## config.mk

```make
export PLATFORM = sky130hd
export DESIGN_NAME = stbpg_seq
export DESIGN_NICKNAME = d
export VERILOG_FILES = /design/src/design/stbpg_pkg.sv /design/src/design/stbpg_seq.sv
export VERILOG_INCLUDE_DIRS = /design/src /design/src/design
export SDC_FILE = /design/constraint.sdc
export NUM_CORES = 2
export LEC_CHECK = 0
export ABC_AREA = 1
export BUFFER_PORTS_ARGS = -buffer_cell sky130_fd_sc_hd__buf_2
export CAP_MARGIN = 25
export CORE_MARGIN = 8
export CORE_UTILIZATION = 35
export CTS_CLUSTER_SIZE = 14
export DETAILED_ROUTE_END_ITERATION = 7
export PLACE_DENSITY = 0.58
export SLEW_MARGIN = 5
export SYNTH_ARGS = -nofsm -noshare
export SYNTH_HDL_FRONTEND = slang
export SYNTH_SLANG_ARGS = --single-unit
```

## constraint.sdc

```tcl
create_clock -name clk_i -period 9.68 [get_ports clk_i]
set_clock_uncertainty 0.05 [all_clocks]
set_input_delay 0.968 -clock clk_i [delete_from_list [all_inputs] [get_ports clk_i]]
set_output_delay 0.968 -clock clk_i [all_outputs]
set_load 0.01 [all_outputs]
```

## src/design/swept_tone_bridge_pulse_generator_core_macros.svh

```systemverilog
// Assertion macros shared by the swept tone bridge pulse generator RTL.
// Depends on nothing; included by the files that carry assertions.
`ifndef SWEPT_TONE_BRIDGE_PULSE_GENERATOR_CORE_MACROS_SVH
`define SWEPT_TONE_BRIDGE_PULSE_GENERATOR_CORE_MACROS_SVH

// Same-cycle implication, disabled while reset is asserted.
`define ASSERT_IMPLIES(lbl, clk, rstn, ante, cons) \
  lbl: assert property (@(posedge clk) disable iff (!rstn) (ante) |-> (cons)) \
    else $error("implication check failed");

// Next-cycle implication, disabled while reset is asserted.
`define ASSERT_NEXT(lbl, clk, rstn, ante, cons) \
  lbl: assert property (@(posedge clk) disable iff (!rstn) (ante) |=> (cons)) \
    else $error("next-cycle check failed");

`endif

```

## src/design/stbpg_pkg.sv

```systemverilog
// Shared types and constants for the swept tone bridge pulse generator.
// Depends on nothing; imported by every module of the block.
`default_nettype none

package stbpg_pkg;

  localparam int FreqBits = 12;
  localparam int FreqW    = 12;
  localparam int DurW     = 16;
  localparam int PctW     = 7;
  localparam int MsW      = 8;
  localparam int PatW     = 4;
  localparam int LenW     = 16;
  localparam int DivNumW  = 28;
  localparam int DivDenW  = 21;

  // Division by 100 as floor(x * Recip100 / 2**RecipShift), exact for x below 2**30.
  localparam int RecipW     = 27;
  localparam int RecipShift = 33;
  localparam int ProdW      = DivNumW + RecipW;
  localparam logic [RecipW-1:0] Recip100 = 27'd85899346;

  localparam logic [PatW-1:0] PatHighOn = 4'h5;
  localparam logic [PatW-1:0] PatLowOn  = 4'h9;
  localparam logic [PatW-1:0] PatOff    = 4'h1;

  localparam logic [PctW-1:0] PctFull      = 7'd100;
  localparam logic [PctW-1:0] RatioReset   = 7'd85;
  localparam logic [MsW-1:0]  SubstepReset = 8'd20;

  localparam logic CfgRatio   = 1'b0;
  localparam logic CfgSubstep = 1'b1;

  typedef struct packed {
    logic             cmd;
    logic [FreqW-1:0] start_freq;
    logic [FreqW-1:0] end_freq;
    logic [DurW-1:0]  duration;
    logic [PctW-1:0]  duty;
  } item_t;

  typedef struct packed {
    logic               start;
    logic [DivNumW-1:0] dividend;
    logic [DivDenW-1:0] divisor;
  } div_req_t;

  typedef struct packed {
    logic               busy;
    logic               done;
    logic [DivNumW-1:0] quotient;
  } div_rsp_t;

  function automatic logic [PatW-1:0] phase_pattern(input logic [1:0] idx);
    logic [PatW-1:0] pat;
    case (idx)
      2'd0:    pat = PatHighOn;
      2'd2:    pat = PatLowOn;
      default: pat = PatOff;
    endcase
    return pat;
  endfunction

endpackage

`default_nettype wire

```

## src/design/stbpg_seq.sv

```systemverilog
// Back end: sweep sequencer, sub-step setup through the shared divider, output register.
// Depends on stbpg_pkg and the assertion macro header.
`default_nettype none
`include "swept_tone_bridge_pulse_generator_core_macros.svh"

module stbpg_seq (
  input  logic                   clk_i,
  input  logic                   rst_ni,
  input  logic                   item_valid_i,
  input  stbpg_pkg::item_t       item_i,
  output logic                   pop_o,
  input  logic [6:0]             ratio_i,
  input  logic [7:0]             substep_ms_i,
  output stbpg_pkg::div_req_t    div_req_o,
  input  stbpg_pkg::div_rsp_t    div_rsp_i,
  output logic                   out_valid_o,
  input  logic                   out_ready_i,
  output logic [3:0]             out_pat_o,
  output logic                   out_busy_o,
  output logic                   out_done_o
);
  import stbpg_pkg::*;

  localparam logic [FreqW-1:0] FreqMask = FreqW'((32'd1 << FreqBits) - 32'd1);

  typedef enum logic [4:0] {
    S_IDLE  = 5'b00001,
    S_ISSUE = 5'b00010,
    S_WAIT  = 5'b00100,
    S_TICK  = 5'b01000,
    S_OUT   = 5'b10000
  } state_e;

  typedef enum logic [3:0] {
    OP_TOT, OP_Q, OP_TH, OP_TL, OP_N, OP_U0, OP_U1, OP_U2, OP_U3
  } op_e;

  state_e state_q, state_d;
  op_e    op_q, op_d;

  logic [DurW-1:0]  dur_q, dur_d;
  logic [PctW-1:0]  duty_q, duty_d;
  logic [FreqW-1:0] start_q, start_d, end_q, end_d, f_q, f_d;
  logic [15:0]      total_q, total_d, index_q, index_d, periods_q, periods_d;
  logic [1:0]       pidx_q, pidx_d;
  logic [LenW-1:0]  ticks_q, ticks_d;
  logic [LenW-1:0]  len_q [4];
  logic [LenW-1:0]  len_d [4];
  logic             active_q, active_d, neg_q, neg_d;
  logic [19:0]      th_q, th_d, tl_q, tl_d;
  logic [PatW-1:0]  res_pat_q, res_pat_d;
  logic             res_busy_q, res_busy_d, res_done_q, res_done_d;
  logic             ov_q, ov_d;
  logic [PatW-1:0]  opat_q, opat_d;
  logic             obusy_q, obusy_d, odone_q, odone_d;
  logic [DivNumW-1:0] prod_q, prod_d;

  logic [PctW-1:0]    ratio_sat, ratio_inv, duty_inv;
  logic signed [12:0] diff_s;
  logic [11:0]        diff_mag;
  logic [20:0]        sum;
  logic [DivNumW-1:0] quot;
  logic [ProdW-1:0]   recip_prod;
  logic               const_div;
  logic signed [13:0] q_s, fs;
  logic [LenW-1:0]    len_new, n_sat;
  logic [LenW-1:0]    t1;
  logic [3:0]         nz, nz_post;
  logic [2:0]         sk_next, sk0, sk_post;
  logic [15:0]        idx_inc, periods_m1;
  logic               fin, empty, end_sub;

  function automatic logic [2:0] seek(input logic [3:0] nzv, input logic [2:0] from);
    logic [2:0] res;
    res = 3'b000;
    for (int j = 3; j >= 0; j--) begin
      if ((3'(j) >= from) && nzv[j]) res = {1'b1, 2'(j)};
    end
    return res;
  endfunction

  assign const_div  = (op_q == OP_U0) || (op_q == OP_U1) || (op_q == OP_U2) ||
                      (op_q == OP_U3);
  assign recip_prod = ProdW'(prod_q) * ProdW'(Recip100);
  assign ratio_sat  = (ratio_i > PctFull) ? PctFull : ratio_i;
  assign ratio_inv  = PctFull - ratio_sat;
  assign duty_inv   = PctFull - duty_q;
  assign diff_s     = $signed({1'b0, end_q}) - $signed({1'b0, start_q});
  assign diff_mag   = diff_s[12] ? 12'(-diff_s) : diff_s[11:0];
  assign sum        = {1'b0, th_q} + {1'b0, tl_q};
  assign quot       = const_div ? DivNumW'(recip_prod[ProdW-1:RecipShift])
                                : div_rsp_i.quotient;
  assign q_s        = neg_q ? -$signed({2'b00, quot[11:0]}) : $signed({2'b00, quot[11:0]});
  assign fs         = $signed({2'b00, start_q}) + q_s;
  assign len_new    = (quot[DivNumW-1:17] != '0) ? '1 : quot[16:1];
  assign n_sat      = (quot[DivNumW-1:16] != '0) ? '1 : quot[15:0];
  assign t1         = (ticks_q != '0) ? ticks_q - 16'd1 : '0;
  assign nz         = {len_q[3] != '0, len_q[2] != '0, len_q[1] != '0, len_q[0] != '0};
  assign nz_post    = {len_new != '0, nz[2:0]};
  assign sk_next    = seek(nz, {1'b0, pidx_q} + 3'd1);
  assign sk0        = seek(nz, 3'd0);
  assign sk_post    = seek(nz_post, 3'd0);
  assign idx_inc    = index_q + 16'd1;
  assign periods_m1 = periods_q - 16'd1;
  assign fin        = (idx_inc >= total_q);

  always_comb begin
    div_req_o.start    = 1'b0;
    div_req_o.dividend = '0;
    div_req_o.divisor  = '0;
    unique case (op_q)
      OP_TOT: begin
        div_req_o.dividend = DivNumW'(dur_q);
        div_req_o.divisor  = DivDenW'(substep_ms_i);
      end
      OP_Q: begin
        div_req_o.dividend = diff_mag * index_q;
        div_req_o.divisor  = DivDenW'(total_q);
      end
      OP_TH: begin
        div_req_o.dividend = DivNumW'(duty_q) * DivNumW'(10000);
        div_req_o.divisor  = DivDenW'(f_q);
      end
      OP_TL: begin
        div_req_o.dividend = DivNumW'(duty_inv) * DivNumW'(10000);
        div_req_o.divisor  = DivDenW'(f_q);
      end
      OP_N: begin
        div_req_o.dividend = DivNumW'(substep_ms_i) * DivNumW'(1000);
        div_req_o.divisor  = sum;
      end
      OP_U0: begin
        div_req_o.dividend = DivNumW'(th_q) * DivNumW'(ratio_sat);
        div_req_o.divisor  = DivDenW'(7'd100);
      end
      OP_U1: begin
        div_req_o.dividend = DivNumW'(th_q) * DivNumW'(ratio_inv);
        div_req_o.divisor  = DivDenW'(7'd100);
      end
      OP_U2: begin
        div_req_o.dividend = DivNumW'(tl_q) * DivNumW'(ratio_sat);
        div_req_o.divisor  = DivDenW'(7'd100);
      end
      OP_U3: begin
        div_req_o.dividend = DivNumW'(tl_q) * DivNumW'(ratio_inv);
        div_req_o.divisor  = DivDenW'(7'd100);
      end
      default: ;
    endcase
    if (state_q == S_ISSUE) div_req_o.start = !const_div;
  end

  always_comb begin
    state_d    = state_q;
    op_d       = op_q;
    dur_d      = dur_q;
    duty_d     = duty_q;
    start_d    = start_q;
    end_d      = end_q;
    f_d        = f_q;
    total_d    = total_q;
    index_d    = index_q;
    periods_d  = periods_q;
    pidx_d     = pidx_q;
    ticks_d    = ticks_q;
    len_d      = len_q;
    active_d   = active_q;
    neg_d      = neg_q;
    th_d       = th_q;
    tl_d       = tl_q;
    prod_d     = prod_q;
    res_pat_d  = res_pat_q;
    res_busy_d = res_busy_q;
    res_done_d = res_done_q;
    ov_d       = ov_q && !out_ready_i;
    opat_d     = opat_q;
    obusy_d    = obusy_q;
    odone_d    = odone_q;
    pop_o      = 1'b0;
    empty      = 1'b0;
    end_sub    = 1'b0;

    unique case (state_q)
      S_IDLE: begin
        if (item_valid_i) begin
          pop_o  = 1'b1;
          dur_d  = item_i.duration;
          duty_d = item_i.duty;
          if (item_i.cmd) begin
            start_d   = item_i.start_freq & FreqMask;
            end_d     = item_i.end_freq & FreqMask;
            index_d   = '0;
            periods_d = '0;
            pidx_d    = '0;
            ticks_d   = '0;
            if (substep_ms_i == '0) begin
              total_d    = '0;
              active_d   = 1'b0;
              res_pat_d  = PatOff;
              res_busy_d = 1'b0;
              res_done_d = 1'b1;
              state_d    = S_OUT;
            end else begin
              op_d    = OP_TOT;
              state_d = S_ISSUE;
            end
          end else if (!active_q) begin
            res_pat_d  = PatOff;
            res_busy_d = 1'b0;
            res_done_d = 1'b0;
            state_d    = S_OUT;
          end else if (periods_q == '0) begin
            op_d    = OP_Q;
            state_d = S_ISSUE;
          end else begin
            state_d = S_TICK;
          end
        end
      end
      S_ISSUE: begin
        neg_d   = diff_s[12];
        prod_d  = div_req_o.dividend;
        state_d = S_WAIT;
      end
      S_WAIT: begin
        if (div_rsp_i.done || const_div) begin
          state_d = S_ISSUE;
          unique case (op_q)
            OP_TOT: begin
              total_d    = quot[15:0];
              active_d   = (quot[15:0] != '0);
              res_pat_d  = PatOff;
              res_busy_d = (quot[15:0] != '0);
              res_done_d = (quot[15:0] == '0);
              state_d    = S_OUT;
            end
            OP_Q: begin
              if (fs <= 14'sd0) begin
                empty = 1'b1;
              end else begin
                f_d  = fs[11:0];
                op_d = OP_TH;
              end
            end
            OP_TH: begin
              th_d = quot[19:0];
              op_d = OP_TL;
            end
            OP_TL: begin
              tl_d = quot[19:0];
              if ((th_q == '0) && (quot[19:0] == '0)) empty = 1'b1;
              else op_d = OP_N;
            end
            OP_N: begin
              if (quot == '0) begin
                empty = 1'b1;
              end else begin
                periods_d = n_sat;
                op_d      = OP_U0;
              end
            end
            OP_U0: begin
              len_d[0] = len_new;
              op_d     = OP_U1;
            end
            OP_U1: begin
              len_d[1] = len_new;
              op_d     = OP_U2;
            end
            OP_U2: begin
              len_d[2] = len_new;
              op_d     = OP_U3;
            end
            OP_U3: begin
              len_d[3] = len_new;
              if (!sk_post[2]) begin
                empty = 1'b1;
              end else begin
                pidx_d  = sk_post[1:0];
                ticks_d = (sk_post[1:0] == 2'd3) ? len_new : len_q[sk_post[1:0]];
                state_d = S_TICK;
              end
            end
            default: ;
          endcase
        end
      end
      S_TICK: begin
        res_pat_d  = phase_pattern(pidx_q);
        res_busy_d = 1'b1;
        res_done_d = 1'b0;
        state_d    = S_OUT;
        if (t1 == '0) begin
          if (sk_next[2]) begin
            pidx_d  = sk_next[1:0];
            ticks_d = len_q[sk_next[1:0]];
          end else begin
            periods_d = periods_m1;
            if (periods_m1 == '0) begin
              end_sub = 1'b1;
            end else begin
              pidx_d  = sk0[1:0];
              ticks_d = len_q[sk0[1:0]];
            end
          end
        end else begin
          ticks_d = t1;
        end
      end
      S_OUT: begin
        if (!ov_q || out_ready_i) begin
          ov_d    = 1'b1;
          opat_d  = res_pat_q;
          obusy_d = res_busy_q;
          odone_d = res_done_q;
          state_d = S_IDLE;
        end
      end
      default: state_d = S_IDLE;
    endcase

    if (empty) begin
      res_pat_d = PatOff;
      state_d   = S_OUT;
    end
    if (empty || end_sub) begin
      periods_d  = '0;
      index_d    = idx_inc;
      res_busy_d = 1'b1;
      res_done_d = fin;
      if (fin) active_d = 1'b0;
    end
  end

  always_ff @(posedge clk_i) begin
    dur_q      <= dur_d;
    duty_q     <= duty_d;
    f_q        <= f_d;
    neg_q      <= neg_d;
    th_q       <= th_d;
    tl_q       <= tl_d;
    prod_q     <= prod_d;
    res_pat_q  <= res_pat_d;
    res_busy_q <= res_busy_d;
    res_done_q <= res_done_d;
    opat_q     <= opat_d;
    obusy_q    <= obusy_d;
    odone_q    <= odone_d;
  end

  always_ff @(posedge clk_i or negedge rst_ni) begin
    if (!rst_ni) begin
      state_q   <= S_IDLE;
      op_q      <= OP_TOT;
      start_q   <= '0;
      end_q     <= '0;
      total_q   <= '0;
      index_q   <= '0;
      periods_q <= '0;
      pidx_q    <= '0;
      ticks_q   <= '0;
      for (int k = 0; k < 4; k++) len_q[k] <= '0;
      active_q  <= 1'b0;
      ov_q      <= 1'b0;
    end else begin
      state_q   <= state_d;
      op_q      <= op_d;
      start_q   <= start_d;
      end_q     <= end_d;
      total_q   <= total_d;
      index_q   <= index_d;
      periods_q <= periods_d;
      pidx_q    <= pidx_d;
      ticks_q   <= ticks_d;
      len_q     <= len_d;
      active_q  <= active_d;
      ov_q      <= ov_d;
    end
  end

  assign out_valid_o = ov_q;
  assign out_pat_o   = opat_q;
  assign out_busy_o  = obusy_q;
  assign out_done_o  = odone_q;

  `ASSERT_IMPLIES(a_active_total, clk_i, rst_ni, active_q, total_q != '0)
  `ASSERT_IMPLIES(a_tick_live, clk_i, rst_ni, state_q == S_TICK, active_q && periods_q != '0)
  `ASSERT_IMPLIES(a_div_free, clk_i, rst_ni, div_req_o.start, !div_rsp_i.busy)
  `ASSERT_NEXT(a_issue_runs, clk_i, rst_ni, state_q == S_ISSUE && !const_div, div_rsp_i.busy)

endmodule

`default_nettype wire

```

== Word-level counts from Yosys, hierarchy flattened ==
Cells that the tools add are included.

* Bitwise operators: 4
* Order comparisons: 10
* Reduce and logical (&&, ||, !) cells: 59
* Multiply operators: 9
* $add $sub $neg: 11
* Multiplexer cells: 131
* Eq/ne operators: 47

{| class="wikitable"
|+ Operator list
! kind !! number
|-
| 2-to-1 mux 16 bit || 31
|-
| case mux 49 bit (9 select lines) || 1
|-
| nonzero test 16 bit || 7
|-
| multiplier 20 x 7 -> 27 bit || 4
|-
| binary-select mux 16 bit (select 2 bit) || 3
|-
| case mux 16 bit (3 select lines) || 2
|-
| 2-to-1 mux 4 bit || 17
|-
| zero test 16 bit || 4
|-
| multiplier 28 x 26 -> 54 bit, second input constant || 1
|-
| != test 3 bit, second input constant || 18
|-
| zero test 20 bit || 2
|-
| 2-to-1 mux 5 bit || 7
|-
| multiplier 7 x 10 -> 17 bit, second input constant || 2
|-
| 2-to-1 mux 1 bit || 34
|-
| case mux 16 bit (2 select lines) || 1
|-
| subtractor 16 x 1 -> 16 bit, second input constant || 2
|-
| zero test 28 bit || 1
|-
| multiplier 12 x 16 -> 28 bit || 1
|-
| 2-to-1 mux 28 bit || 1
|-
| case mux 4 bit (7 select lines) || 1
|-
| AND reduction 3 bit || 9
|-
| case mux 5 bit (5 select lines) || 1
|-
| 2-to-1 mux 2 bit || 12
|-
| 2-to-1 mux 3 bit || 8
|-
| other kinds (59) || 101
|}

* Output and inout bits: 58
* Bits in registers: 281

== Logic depth before layout (Yosys ltp) ==
* Depth in word-level cells: 21
* Gate-level depth with buffers: 55
* Mapped depth without buffers: 54

== Worst setup path before layout ==
No wires, ideal clock.

* Path type: flip-flop to flip-flop
* Start: reg prod_q[8]
* End: reg f_q[0], enable pin
* Stages on the path, launching flop included: 42
* Data required time: 9.234 ns
* Buffers on the path: 0
* Data arrival time: 8.285 ns
* Slack: 0.949 ns
* Cells stage by stage: edfxtp_1 -> ha_1 -> fa_1 -> fa_1 -> inv_1 -> fa_1 -> inv_1 -> fa_1 -> fa_1 -> inv_1 -> fa_1 -> inv_1 -> ha_1 -> nand2_1 -> nor2_1 -> inv_1 -> nor3_1 -> nand2_1 -> [... 6 more ...] -> nor2_4 -> nor2_1 -> xor2_1 -> inv_1 -> ha_1 -> inv_1 -> nor4_1 -> nand2_1 -> nand3_1 -> nand2_1 -> nand2_1 -> a21oi_1 -> o21ai_0 -> xor2_1 -> nor2_1 -> nand3_1 -> nand2_1 -> nor3_1

* Cells in the longest elaborated chain, start to end: 8

{| class="wikitable"
|+ RTL lines
! what !! line !! source
|-
| start: declaration || stbpg_seq.sv:56 || <nowiki>logic [DivNumW-1:0] prod_q, prod_d;</nowiki>
|-
| start signal: assignment || stbpg_seq.sv:342 || <nowiki>prod_q <= prod_d;</nowiki>
|-
| multiplier 28 x 26 -> 54 bit (*) || stbpg_seq.sv:84 || <nowiki>assign recip_prod = ProdW'(prod_q) * ProdW'(Recip100);</nowiki>
|-
| 2-to-1 mux 28 bit (*) || stbpg_seq.sv:91 || <nowiki>assign quot = const_div ? DivNumW'(recip_prod[ProdW-1:RecipShift])</nowiki>
|-
| negator 12 -> 14 bit || stbpg_seq.sv:93 || <nowiki>assign q_s = neg_q ? -$signed({2'b00, quot[11:0]}) : $signed({2'b00, quot[11:0]});</nowiki>
|-
| 2-to-1 mux 14 bit (*) || stbpg_seq.sv:93 ||
|-
| adder 13 x 14 -> 14 bit (*) || stbpg_seq.sv:94 || <nowiki>assign fs = $signed({2'b00, start_q}) + q_s;</nowiki>
|-
| net fs[11] || stbpg_seq.sv:65 || <nowiki>logic signed [13:0] q_s, fs;</nowiki>
|-
| <= comparator 14 x 1 -> 1 bit (*) || stbpg_seq.sv:238 || <nowiki>if (fs <= 14'sd0) begin</nowiki>
|-
| NOT 1 bit (no line) (*) || n/a ||
|-
| AND reduction 4 bit (no line) (*) || n/a ||
|-
| end signal: assignment || stbpg_seq.sv:338 || <nowiki>f_q <= f_d;</nowiki>
|-
| end: declaration || stbpg_seq.sv:43 || <nowiki>logic [FreqW-1:0] start_q, start_d, end_q, end_d, f_q, f_d;</nowiki>
|}

The timed path passes the listed nets; every way through them passes the cells marked *.
A chain may end at the register's enable or synchronous reset.

==> flow_results.xml <==
<?xml version="1.0" encoding="UTF-8"?>
<metrics>
  <group name="detailed_routing">
    <metric name="post_drt_via_cell_ratio" unit="">5.13</metric>
    <metric name="wl_per_cell" unit="um">21.3</metric>
    <metric name="drt-pass1-iter-count" unit="">6</metric>
    <metric name="detailroute.via_count" unit="">51000</metric>
    <metric name="first_iter_violations" unit="">3803</metric>
    <metric name="route.detailed.drc" unit="">0</metric>
    <metric name="finalWirelength" unit="mm">212</metric>
    <metric name="drtAntennaViolNets" unit="">0</metric>
  </group>
  <group name="layout">
    <metric name="n_fill_cell" unit="">17000</metric>
    <metric name="layout-drive-gt1-share" unit="%">10.4</metric>
    <metric name="finish.net_count" unit="">9380</metric>
    <metric name="syn2layout_area_growth" unit="%">13.2</metric>
  </group>
  <group name="synthesis">
    <metric name="synth_edf_count" unit="">109</metric>
    <metric name="synth.avg_cell_area" unit="sq um">7.70</metric>
    <metric name="synth.cell_area" unit="sq um">57300</metric>
    <metric name="netlist-cell-type-count" unit="">72</metric>
    <metric name="ys.flop_type" unit="">sky130_fd_sc_hd__dfrtp_1</metric>
    <metric name="ys_seq_area_share" unit="%">13.0</metric>
    <metric name="asyncSetResetFlopFracSynth" unit="%">59.6</metric>
    <metric name="syn-instance-count" unit="">7440</metric>
    <metric name="post-synth-top-area-fraction" unit="%">27.8</metric>
    <metric name="synth_most_common_cell" unit="">sky130_fd_sc_hd__nand2_1</metric>
    <metric name="mappedNetlistNets" unit="">9077</metric>
    <metric name="yosys.area.top_type" unit="">sky130_fd_sc_hd__fa_1</metric>
    <metric name="synth.top_cells.by_count" unit="">sky130_fd_sc_hd__nand2_1, sky130_fd_sc_hd__inv_1, sky130_fd_sc_hd__fa_1</metric>
    <metric name="synth.ff_latch_count" unit="">277</metric>
    <metric name="ys_warn_count" unit="">0</metric>
    <metric name="post_synth_main_area_contributors" unit="">sky130_fd_sc_hd__fa_1, sky130_fd_sc_hd__ha_1, sky130_fd_sc_hd__nand2_1, sky130_fd_sc_hd__inv_1, sky130_fd_sc_hd__dfrtp_1</metric>
  </group>
  <group name="worst_setup_path">
    <metric name="worst_setup_path_startpoint" unit="">start_q[0]</metric>
    <metric name="critical_path_fanouts_max" unit="">4</metric>
    <metric name="worstSetupStartpointType" unit="">flip-flop</metric>
    <metric name="rr_startpoint" unit="">prod_q[26]</metric>
    <metric name="crit_path_frequent_cell" unit="">sky130_fd_sc_hd__fa_1</metric>
    <metric name="critical_path.max_stage_delay" unit="ps">580</metric>
    <metric name="cp.arrival" unit="ps">8520</metric>
    <metric name="timing.critical_path.to_type" unit="">output port</metric>
    <metric name="crit_slowest_cell" unit="">sky130_fd_sc_hd__fa_1</metric>
    <metric name="critPathRequiredTime" unit="ps">8660</metric>
    <metric name="timing_worst_setup_path_type" unit="">flip-flop to output port</metric>
    <metric name="reg2reg_slack" unit="ps">470</metric>
  </group>
  <group name="clock_network">
    <metric name="cts_made_buffers" unit="">39</metric>
    <metric name="max-clock-path-buffers" unit="">3</metric>
    <metric name="clk_pin_slew" unit="ps">60</metric>
    <metric name="tritoncts" unit="">built</metric>
    <metric name="tritoncts_sink_count" unit="">277</metric>
    <metric name="htree_num_levels" unit="">2</metric>
    <metric name="clock_latency" unit="ps">620</metric>
    <metric name="cts.root.buffer_cell" unit="">sky130_fd_sc_hd__clkbuf_16</metric>
    <metric name="ctsHoldBuffers" unit="">0</metric>
  </group>
  <group name="sta">
    <metric name="timing_max_transition_violations_final" unit="">0</metric>
    <metric name="timing.slew.headroom" unit="%">30.0</metric>
    <metric name="min_period" unit="ps">9540</metric>
    <metric name="timing_hold_violations_final" unit="">0</metric>
    <metric name="fmax" unit="MHz">105</metric>
    <metric name="layout_worst_path_cycle_share" unit="%">98.6</metric>
    <metric name="timing.hold.ws" unit="ps">280</metric>
    <metric name="rsz0062_at_grt" unit="">true</metric>
    <metric name="setup_viol" unit="">0</metric>
    <metric name="max_slew.worst_pin.slew" unit="ps">1040</metric>
  </group>
  <group name="global_route">
    <metric name="gr_usage_total" unit="%">23.5</metric>
    <metric name="grt_antenna_before_repair" unit="">12</metric>
    <metric name="grt_remaining_overflow" unit="">0</metric>
    <metric name="grt_start_max_net_pins" unit="">61</metric>
    <metric name="grt_pass1_wl" unit="mm">316</metric>
    <metric name="grt_pass1_vias" unit="">51900</metric>
  </group>
  <group name="floorplan">
    <metric name="std_cell_rows" unit="">148</metric>
    <metric name="boundaryPins" unit="">155</metric>
    <metric name="die_width" unit="um">421</metric>
    <metric name="coreArea" unit="sq um">163000</metric>
    <metric name="die-area" unit="sq um">177000</metric>
    <metric name="initial_util" unit="%">35.2</metric>
    <metric name="chipHeight" unit="um">421</metric>
  </group>
  <group name="run_status">
    <metric name="outcome" unit="">finished, final reports clean</metric>
  </group>
  <group name="worst_hold_path">
    <metric name="worst_hold_path_type" unit="">primary input to asynchronous set/reset pin</metric>
  </group>
  <group name="job">
    <metric name="max-cap-violations" unit="">0</metric>
  </group>
  <group name="place">
    <metric name="total_half_perimeter_wirelength_after_legalization_and_detailed_placement" unit="mm">176</metric>
    <metric name="gpl.final_weighted_congestion" unit="">0.986</metric>
    <metric name="port_buffers" unit="">151</metric>
  </group>
</metrics>
==> state kept, by name, indices dropped and copies added, names as in the netlist, 2 cells and up <==
name,flops
res_pat_q,2
periods_q,16
state_q,5
tl_q,20
end_q,12
start_q,12
th_q,20
prod_q,28
pidx_q,2
op_q,4
len_q,64
total_q,16
duty_q,7
f_q,12
dur_q,16
out_pat_o,2
index_q,16
ticks_q,16
==> cell usage in the layout, fill, tap and decap left out, types with 10 or more instances in the layout <==
cell / n
sky130_fd_sc_hd__edfxtp_1: 109
sky130_fd_sc_hd__xor2_1: 84
sky130_fd_sc_hd__inv_2: 31
sky130_fd_sc_hd__inv_1: 1548
sky130_fd_sc_hd__o22ai_1: 22
sky130_fd_sc_hd__nor4_1: 27
sky130_fd_sc_hd__o2111ai_1: 12
sky130_fd_sc_hd__nor2_1: 522
sky130_fd_sc_hd__nand3_1: 205
sky130_fd_sc_hd__a21o_1: 12
sky130_fd_sc_hd__nand2_2: 35
sky130_fd_sc_hd__ha_4: 19
sky130_fd_sc_hd__buf_12: 13
sky130_fd_sc_hd__or2_1: 14
sky130_fd_sc_hd__a31oi_1: 23
sky130_fd_sc_hd__buf_2: 144
sky130_fd_sc_hd__o21ai_1: 13
sky130_fd_sc_hd__or2_2: 30
sky130_fd_sc_hd__o21ai_0: 356
sky130_fd_sc_hd__xnor2_1: 23
sky130_fd_sc_hd__ha_1: 723
sky130_fd_sc_hd__clkinv_1: 10
sky130_fd_sc_hd__nand2_1: 1651
sky130_fd_sc_hd__clkbuf_16: 44
sky130_fd_sc_hd__buf_4: 283
sky130_fd_sc_hd__a21oi_1: 346
sky130_fd_sc_hd__o21a_1: 13
sky130_fd_sc_hd__o21bai_1: 28
sky130_fd_sc_hd__fa_1: 792
sky130_fd_sc_hd__o211ai_1: 26
sky130_fd_sc_hd__nor3_1: 57
sky130_fd_sc_hd__nand4_1: 90
sky130_fd_sc_hd__dfrtp_1: 164
sky130_fd_sc_hd__nor2_4: 12
sky130_fd_sc_hd__nor2_2: 31
sky130_fd_sc_hd__buf_6: 25
sky130_fd_sc_hd__o21ai_2: 20
sky130_fd_sc_hd__nand2_4: 15
sky130_fd_sc_hd__a21oi_2: 15
==> final timing paths <==
path / cells after the start / to
setup / recovery: 36 / div_req_o[41]
min in group clk_i: 0 / out_pat_o[2]
setup reg to reg: 39 / index_q[3]
hold / removal: 1 / periods_q[5]
hold reg to reg: 0 / out_pat_o[2]
max in group asynchronous: 3 / len_q[29]
==> kinds of logic (layout without fill, tap and decap cells) <==
kind of cell | after synthesis | count (layout) | share of synthesized area (%)
other cells | 2 | 11 | 0.0131
flops | 277 | 277 | 13.0
compound gates | 969 | 969 | 9.49
buf+inv | 1802 | 2132 | 12.0
fa+ha+maj | 1540 | 1540 | 44.1
xor+xnor | 108 | 108 | 1.65
simple gates | 2742 | 2742 | 19.8
==> per-layer routing <==
layer	GRT usage, %	share of wire, %	vias up
met5	0	0	-
met4	15.5	8.0	0
met3	2.83	5.9	451
met2	39.1	47	1789
met1	28.8	39	24900
li1	-	-	23900
==> timing repair <==
action,CTS,global route
setup endpoints to repair,49,74
hold endpoints to repair,0,0
pin swaps,6,91
resized for setup,35,213
cloned,0,2
buffers inserted,23,56
==> metrics by stage <==
stage	TNS (ps)	setup slack [ps]	instances	utilization, %	cell area (sq um)
floorplan	0	949	7440	-	57300
global placement	0	93.1	9793	38.0	61800
detailed placement	-698	-73.2	9795	38.0	61900
CTS	0	3.73	9886	39.1	63500
global route	-1290	-209	9950	39.9	64900
finish	0	138	9954	39.9	64900
==> layout make-up <==
type / count / area [sq um] / area share, %
inverter: 1594 / 6000 / 9.24
sequential: 277 / 7460 / 11.5
multi-input combinational: 5361 / 43900 / 67.6
timing repair buffer: 470 / 3470 / 5.36
clock buffer: 54 / 1160 / 1.78
antenna: 9 / 22.5 / 0.0347
clock inverter: 14 / 181 / 0.280
tap: 2175 / 2720 / 4.19
==> critical path, delay by kind of cell, from the launching register on <==
kind | cells | cell delay, ps
fa+ha+maj | 8 | 3430
buf+inv | 11 | 1070
flops | 1 | 410
xor+xnor | 2 | 300
compound gates | 8 | 1400
simple gates | 7 | 1290
Power is left out: the tool's default activity adds up to more than one toggle a clock period on the data nets, which glitch-free logic cannot reach.
